$ cat src/rtl/file_magic_signature_matcher_macros.svh
// assertion macros for the file magic signature matcher
`ifndef FILE_MAGIC_SIGNATURE_MATCHER_MACROS_SVH
`define FILE_MAGIC_SIGNATURE_MATCHER_MACROS_SVH

`ifndef SYNTHESIS

// same-cycle implication
`define FMSM_ASSERT_IMP(lbl, clk_i, rst_n_i, ante, cons) \
	lbl: assert property (@(posedge clk_i) disable iff (!rst_n_i) (ante) |-> (cons)) \
		else $error("fmsm assertion failed");

// next-cycle implication
`define FMSM_ASSERT_NXT(lbl, clk_i, rst_n_i, ante, cons) \
	lbl: assert property (@(posedge clk_i) disable iff (!rst_n_i) (ante) |=> (cons)) \
		else $error("fmsm assertion failed");

`else

`define FMSM_ASSERT_IMP(lbl, clk_i, rst_n_i, ante, cons)
`define FMSM_ASSERT_NXT(lbl, clk_i, rst_n_i, ante, cons)

`endif

`endif

$ cat src/rtl/fmsm_pkg.sv
`timescale 1ns / 1ps

package fmsm_pkg;

	localparam int NUM_SIG   = 31;
	localparam int SIG_BYTES = 16;
	localparam int IDX_W     = 4;
	localparam int POS_W     = 5;
	localparam int TYPE_W    = 5;

	typedef logic [7:0]          byte_t;
	typedef logic [NUM_SIG-1:0]  sig_vec_t;
	typedef logic [POS_W-1:0]    pos_t;
	typedef logic [TYPE_W-1:0]   ftype_t;
	typedef logic [IDX_W-1:0]    idx_t;

	typedef struct packed {
		sig_vec_t alive;
		pos_t     pos;
	} match_state_t;

	localparam ftype_t FT_UNKNOWN = 5'd0;
	localparam ftype_t FT_ASF     = 5'd1;
	localparam ftype_t FT_JPG     = 5'd2;
	localparam ftype_t FT_PNG     = 5'd3;
	localparam ftype_t FT_WAV     = 5'd4;
	localparam ftype_t FT_DEB     = 5'd5;
	localparam ftype_t FT_BLEND   = 5'd6;
	localparam ftype_t FT_GIF     = 5'd7;
	localparam ftype_t FT_7Z      = 5'd8;
	localparam ftype_t FT_PDF     = 5'd9;
	localparam ftype_t FT_ZIP     = 5'd10;
	localparam ftype_t FT_OGG     = 5'd11;
	localparam ftype_t FT_FLAC    = 5'd12;
	localparam ftype_t FT_MKV     = 5'd13;
	localparam ftype_t FT_WASM    = 5'd14;
	localparam ftype_t FT_MPEG    = 5'd15;
	localparam ftype_t FT_NES     = 5'd16;
	localparam ftype_t FT_MP3     = 5'd17;
	localparam ftype_t FT_GZ      = 5'd18;
	localparam ftype_t FT_BMP     = 5'd19;

	localparam pos_t   POS_MAX    = POS_W'(SIG_BYTES);
	localparam sig_vec_t ALL_ALIVE = '1;

	localparam ftype_t SIG_TYPE [NUM_SIG] = '{
		FT_ASF,  FT_JPG,  FT_JPG,  FT_PNG,  FT_WAV,  FT_DEB,  FT_BLEND, FT_GIF,
		FT_GIF,  FT_7Z,   FT_PDF,  FT_JPG,  FT_JPG,  FT_JPG,  FT_ZIP,   FT_ZIP,
		FT_ZIP,  FT_OGG,  FT_FLAC, FT_MKV,  FT_WASM, FT_MPEG, FT_MPEG,  FT_NES,
		FT_MP3,  FT_NES,  FT_GZ,   FT_MP3,  FT_MP3,  FT_MP3,  FT_BMP
	};

	localparam pos_t SIG_LEN [NUM_SIG] = '{
		5'd16, 5'd12, 5'd12, 5'd8, 5'd12, 5'd8, 5'd7, 5'd6,
		5'd6,  5'd6,  5'd5,  5'd4, 5'd4,  5'd4, 5'd4, 5'd4,
		5'd4,  5'd4,  5'd4,  5'd4, 5'd4,  5'd4, 5'd4, 5'd4,
		5'd3,  5'd3,  5'd2,  5'd2, 5'd2,  5'd2, 5'd2
	};

	// bit n set: byte n is not compared
	localparam logic [SIG_BYTES-1:0] SIG_WILD [NUM_SIG] = '{
		16'h0000, 16'h0000, 16'h0030, 16'h0000, 16'h00F0, 16'h0000, 16'h0000, 16'h0000,
		16'h0000, 16'h0000, 16'h0000, 16'h0000, 16'h0000, 16'h0000, 16'h0000, 16'h0000,
		16'h0000, 16'h0000, 16'h0000, 16'h0000, 16'h0000, 16'h0000, 16'h0000, 16'h0000,
		16'h0000, 16'h0000, 16'h0000, 16'h0000, 16'h0000, 16'h0000, 16'h0000
	};

	// byte 0 in the top bits
	localparam logic [SIG_BYTES*8-1:0] SIG_PAT [NUM_SIG] = '{
		128'h3026B275_8E66CF11_A6D900AA_0062CE6C,
		128'hFFD8FFE0_00104A46_49460001_00000000,
		128'hFFD8FFE1_00004578_69660000_00000000,
		128'h89504E47_0D0A1A0A_00000000_00000000,
		128'h52494646_00000000_57415645_00000000,
		128'h213C6172_63683E0A_00000000_00000000,
		128'h424C454E_44455200_00000000_00000000,
		128'h47494638_37610000_00000000_00000000,
		128'h47494638_39610000_00000000_00000000,
		128'h377ABCAF_271C0000_00000000_00000000,
		128'h25504446_2D000000_00000000_00000000,
		128'hFFD8FFDB_00000000_00000000_00000000,
		128'hFFD8FFEE_00000000_00000000_00000000,
		128'hFFD8FFE0_00000000_00000000_00000000,
		128'h504B0304_00000000_00000000_00000000,
		128'h504B0506_00000000_00000000_00000000,
		128'h504B0708_00000000_00000000_00000000,
		128'h4F676753_00000000_00000000_00000000,
		128'h664C6143_00000000_00000000_00000000,
		128'h1A45DFA3_00000000_00000000_00000000,
		128'h0061736D_00000000_00000000_00000000,
		128'h000001BA_00000000_00000000_00000000,
		128'h000001B3_00000000_00000000_00000000,
		128'h4E45531A_00000000_00000000_00000000,
		128'h49443300_00000000_00000000_00000000,
		128'h4E455300_00000000_00000000_00000000,
		128'h1F8B0000_00000000_00000000_00000000,
		128'hFFFB0000_00000000_00000000_00000000,
		128'hFFF30000_00000000_00000000_00000000,
		128'hFFF20000_00000000_00000000_00000000,
		128'h424D0000_00000000_00000000_00000000
	};

endpackage

$ cat src/rtl/fmsm_compare.sv
`timescale 1ns / 1ps

module fmsm_compare
	import fmsm_pkg::*;
(
	input  match_state_t cur,
	input  byte_t        data_byte,
	output match_state_t nxt
);

	idx_t     idx;
	sig_vec_t kill;
	logic     in_window;

	assign in_window = (cur.pos < POS_MAX);
	assign idx       = cur.pos[IDX_W-1:0];

	always_comb begin
		logic [SIG_BYTES*8-1:0] shifted;
		for (int s = 0; s < NUM_SIG; s++) begin
			shifted = SIG_PAT[s] << {idx, 3'b000};
			kill[s] = (cur.pos < SIG_LEN[s]) && !SIG_WILD[s][idx] &&
				(shifted[SIG_BYTES*8-1 -: 8] != data_byte);
		end
	end

	always_comb begin
		nxt = cur;
		if (in_window) begin
			nxt.alive = cur.alive & ~kill;
			nxt.pos   = cur.pos + POS_W'(1);
		end
	end

endmodule

$ cat src/rtl/fmsm_select.sv
`timescale 1ns / 1ps

module fmsm_select
	import fmsm_pkg::*;
(
	input  match_state_t st,
	output ftype_t       file_type
);

	// walk down so the lowest matching entry wins
	always_comb begin
		file_type = FT_UNKNOWN;
		for (int s = NUM_SIG - 1; s >= 0; s--) begin
			if (st.alive[s] && (st.pos >= SIG_LEN[s])) begin
				file_type = SIG_TYPE[s];
			end
		end
	end

endmodule

$ cat src/rtl/file_magic_signature_matcher.sv
// out_valid rises as the last byte moves from the input register to the output register
// throughput: one byte per cycle while in_stall is low, one result per query
// an input register feeds the table compare, the result sits in an output register
// arst_n clears the pipeline valids, the byte position and sets all signatures alive
`timescale 1ns / 1ps
`include "file_magic_signature_matcher_macros.svh"

module file_magic_signature_matcher
	import fmsm_pkg::*;
(
	input  logic   clk,
	input  logic   arst_n,
	input  byte_t  data_byte,
	input  logic   last_byte,
	input  logic   in_valid,
	output logic   in_stall,
	output ftype_t file_type,
	output logic   out_valid,
	input  logic   out_stall
);

	logic         valid_s1;
	byte_t        data_s1;
	logic         last_s1;
	logic         adv;
	logic         accept_in;
	match_state_t state_q;
	match_state_t state_nxt;
	ftype_t       type_nxt;
	ftype_t       file_type_q;
	logic         out_valid_q;

	assign adv       = valid_s1 && (!last_s1 || !out_valid_q || !out_stall);
	assign in_stall  = valid_s1 && !adv;
	assign accept_in = in_valid && !in_stall;

	always_ff @(posedge clk or negedge arst_n) begin
		if (!arst_n) begin
			valid_s1 <= 1'b0;
		end else if (accept_in) begin
			valid_s1 <= 1'b1;
		end else if (adv) begin
			valid_s1 <= 1'b0;
		end
	end

	always_ff @(posedge clk) begin
		if (accept_in) begin
			data_s1 <= data_byte;
			last_s1 <= last_byte;
		end
	end

	fmsm_compare u_compare (
		.cur       (state_q),
		.data_byte (data_s1),
		.nxt       (state_nxt)
	);

	fmsm_select u_select (
		.st        (state_nxt),
		.file_type (type_nxt)
	);

	always_ff @(posedge clk or negedge arst_n) begin
		if (!arst_n) begin
			state_q.alive <= ALL_ALIVE;
			state_q.pos   <= '0;
		end else if (adv) begin
			if (last_s1) begin
				state_q.alive <= ALL_ALIVE;
				state_q.pos   <= '0;
			end else begin
				state_q <= state_nxt;
			end
		end
	end

	always_ff @(posedge clk or negedge arst_n) begin
		if (!arst_n) begin
			out_valid_q <= 1'b0;
		end else if (adv && last_s1) begin
			out_valid_q <= 1'b1;
		end else if (!out_stall) begin
			out_valid_q <= 1'b0;
		end
	end

	always_ff @(posedge clk) begin
		if (adv && last_s1) begin
			file_type_q <= type_nxt;
		end
	end

	assign out_valid = out_valid_q;
	assign file_type = file_type_q;

	`FMSM_ASSERT_IMP(a_pos_range, clk, arst_n, 1'b1, state_q.pos <= POS_MAX)
	`FMSM_ASSERT_NXT(a_clear_after_last, clk, arst_n, adv && last_s1,
		state_q.pos == '0 && state_q.alive == ALL_ALIVE)
	`FMSM_ASSERT_NXT(a_pos_step, clk, arst_n, adv && !last_s1 && state_q.pos < POS_MAX,
		state_q.pos == $past(state_q.pos) + POS_W'(1))
	`FMSM_ASSERT_IMP(a_type_range, clk, arst_n, out_valid_q, file_type_q <= FT_BMP)

endmodule
$ cat config.mk
export PLATFORM = sky130hd
export DESIGN_NAME = file_magic_signature_matcher
export DESIGN_NICKNAME = d
export VERILOG_FILES = /design/src/rtl/fmsm_pkg.sv /design/src/rtl/fmsm_compare.sv /design/src/rtl/fmsm_select.sv /design/src/rtl/file_magic_signature_matcher.sv
export VERILOG_INCLUDE_DIRS = /design/src /design/src/rtl
export SDC_FILE = /design/constraint.sdc
export NUM_CORES = 1
export LEC_CHECK = 0
export BUFFER_PORTS_ARGS = -buffer_cell sky130_fd_sc_hd__buf_2
export CORE_MARGIN = 8
export CORE_UTILIZATION = 30
export CTS_CLUSTER_SIZE = 30
export DETAILED_ROUTE_END_ITERATION = 10
export HOLD_SLACK_MARGIN = 0.1
export PLACE_DENSITY = 0.54
export SYNTH_ARGS = -nofsm -noshare
export SYNTH_HDL_FRONTEND = slang
export SYNTH_SLANG_ARGS = --single-unit
$ cat constraint.sdc
create_clock -name clk -period 4.15 [get_ports clk]
set_clock_uncertainty 0.05 [all_clocks]
set_input_delay 0.83 -clock clk [delete_from_list [all_inputs] [get_ports clk]]
set_output_delay 0.83 -clock clk [all_outputs]
set_load 0.02 [all_outputs]
==> impl_metrics.py <==
metrics = {
    "cts": {
        "clkTransAtPathRegs_ns": 0.07,
        "cts_tree": "yes",
        "worstSkewPairLatency_ns": 0.31,
        "cts_max_path_buffers": 2,
        "numCtsBuffers": 5,
        "cts_resized": 0,
        "clockRootBuffer": "clkbuf_16",
        "htreeDepth": 2,
        "ctsHoldBuffers": 0,
        "cts_setup_buffers": 0,
        "cts.sinks": 52,
    },
    "placement": {
        "dp_hpwl_um": 17070,
        "dp.cells": 1082,
        "numPortBuffers": 19,
        "gp_congestion": 0.9264,
        "dp_slack_ns": 0.3375,
    },
    "grt": {
        "gr-total-overflow": 0,
        "first_global_vias": 6010,
        "antenna_found_initial": 0,
        "grt_pass1_wl_um": 36100,
        "grt_max_degree": 41,
        "grt_usage_pct": 17.45,
    },
    "synth": {
        "synthArstFlopShare_pct": 73.08,
        "synth-main-ff-cell": "dfstp_2",
        "yosys.area.top_type_share_pct": 12.88,
        "yosysWarnings": 0,
        "synth_area_leaders": "dfstp_2, xnor2_1, edfxtp_1",
        "synth_common_cells": "nand2_1, o21ai_0, xnor2_1, a21oi_1, nor2_1",
        "yosysSeqAreaShare_pct": 22.30,
        "synth_top_area_cell": "dfstp_2",
        "yosys_register_bits": 52,
        "synth.avg_cell_area_um2": 7.729,
        "ys_types": 102,
        "synthesis.nets": 845,
        "netlist_instances": 818,
        "synth_edf_count": 14,
        "synth_most_common_cell": "nand2_1",
        "synthesis.area_um2": 6322,
    },
    "sta": {
        "setup_ws_ns": 0.2614,
        "fin_crit_sh_pct": 93.70,
        "drv_slew": 0,
        "final_hold_viol_count": 0,
        "fin_crit_ns": 3.889,
        "worst_pin_slew_ns": 0.8610,
        "clock.fmax_mhz": 257.2,
        "slew_headroom_pct": 42.60,
        "tns_ns": 0,
        "rsz0062_at_grt": "no",
        "finalSetupViolCount": 0,
    },
    "setup_path": {
        "crit_type": "register to register",
        "cp.required_ns": 4.14,
        "crit_path_end_kind": "register",
        "critPathSlowestCell": "ha_1",
        "path_cells": "buf_4, ha_1, nor3b_4, xnor2_1, o2111ai_1, o311ai_1, and3_1, o41ai_1, a41oi_1, o211ai_1",
        "max_stage_delay_ns": 0.64,
        "crit_fanout": 28,
        "startpoint_type": "register",
        "crit_arrival_ns": 3.87,
    },
    "run": {
        "drv_cap": 0,
    },
    "drt": {
        "via_per_inst": 5.885,
        "dr.pass1.iters": 5,
        "vias": 6415,
        "wl_um": 22970,
        "drc": 0,
        "drt-wirelength-per-cell_um": 21.08,
        "ant_nets": 0,
        "drtIter0Drc": 827,
    },
    "finish": {
        "drive_above_1_share_pct": 17.79,
        "multiInputGateArea_um2": 4389,
        "antenna_cells": 0,
        "syn2layout_area_growth_pct": 8.233,
        "regArea_um2": 1413,
        "final_nets": 841,
        "nFillCells": 2234,
        "layout.cells.non_filler": 1090,
    },
    "floorplanning": {
        "rows": 53,
        "die-area_um2": 25980,
        "chipWidth_um": 161.2,
        "coreArea_um2": 20820,
        "die_h_um": 161.2,
        "start_util_pct": 30.36,
        "io_pins": 20,
    },
    "worst_hold_path": {
        "hp-class": "register to register",
    },
    "power": {
        "peakVddDrop_mv": 0.2022,
        "powerDensity_nw_per_um2": 438.7,
        "leakage_nw": 2.581,
    },
    "outcome": {
        "outcome": "finished clean",
    },
}
-- cells in the final DEF, fill, tap and decap left out, types with 9 or more instances in the layout --
master / n
ha_1: 14
nand3_1: 17
buf_4: 41
edfxtp_1: 14
buf_2: 19
a31oi_1: 11
inv_1: 21
a21oi_1: 55
xnor2_1: 57
o22ai_1: 13
nor2_1: 52
nand4_1: 12
o211ai_1: 9
o21ai_0: 63
nor3_1: 27
nor2b_1: 16
xor2_1: 19
dfstp_2: 31
nand2_1: 85
nand2b_1: 29
-- power by group --
| part | internal (mW) | total (mW) | switching (mW) |
|---|---|---|---|
| Sequential | 0.668 | 0.742 | 0.0739 |
| Combinational | 0.685 | 1.78 | 1.09 |
| Clock | 0.278 | 0.484 | 0.206 |
-- state kept, by name, indices dropped and copies added, names as in the netlist --
signal	count
out_valid	1
last_s1	1
state_q	36
valid_s1	1
file_type	5
data_s1	8
-- cell type report --
type	instances	share of cell area (%)
clock buffer	7	2.395
clock inverter	1	0.1280
inverter	27	1.481
multi-input combinational	667	64.14
sequential	52	20.64
tap	275	5.028
timing repair buffer	61	6.180
-- worst paths after layout --
kind / startpoint / endpoint / slack, ns / cells past startpoint
setup / recovery: state_q[0] / file_type[0] / 0.26 / 10
hold / removal: state_q[8] / state_q[8] / 0.43 / 2
setup reg to reg: state_q[0] / file_type[0] / 0.26 / 10
hold reg to reg: state_q[8] / state_q[8] / 0.43 / 2
max in group asynchronous: arst_n / state_q[2] / 2.87 / 1
min in group asynchronous: arst_n / state_q[0] / 0.59 / 1
-- through the flow --
stage               hold slack [ns]  cell area (um^2)  utilization (%)  power, mW
detailed placement           0.4181              6670            32.03      2.482
floorplan                    0.3893              6322                -      2.015
global placement             0.4156              6670            32.03      2.483
global route                 0.4543              6843            32.86      3.188
CTS                          0.4307              6843            32.86      2.976
finish                       0.4303              6843            32.86      3.002
-- worst max-delay path: cells and delay by family, from the launching register on --
| family | cells | cell delay [ns] |
|---|---|---|
| AOI/OAI and AO/OA | 5 | 1.17 |
| DFF | 1 | 0.34 |
| buffers and inverters | 1 | 0.34 |
| and+or+nand+nor | 2 | 0.88 |
| adders and majority gates | 1 | 0.64 |
| xor gates and xnor gates | 1 | 0.17 |
-- kinds of logic (layout without fill, tap and decap cells) --
group | count (synthesis) | count (layout) | share of synthesized area [%]
AO/OA/AOI/OAI | 261 | 261 | 28.48
XOR/XNOR | 76 | 76 | 10.53
adder cells (fa/ha/maj) | 14 | 14 | 2.771
buffers and inverters | 99 | 96 | 8.272
flip-flops | 52 | 52 | 22.30
multiplexers | 10 | 10 | 1.939
AND/OR/NAND/NOR | 306 | 306 | 25.71
-- routing by layer --
layer  up-vias  global-route usage, %  wire length [um]
met5         -                      0                 0
met4         0                  8.165               949
met3        59                  2.749              1729
met2       313                  25.25              9788
met1      3085                  24.80             10500
li1       2958                      -                 -
No activity file was read; power rests on OpenSTA's default activity.
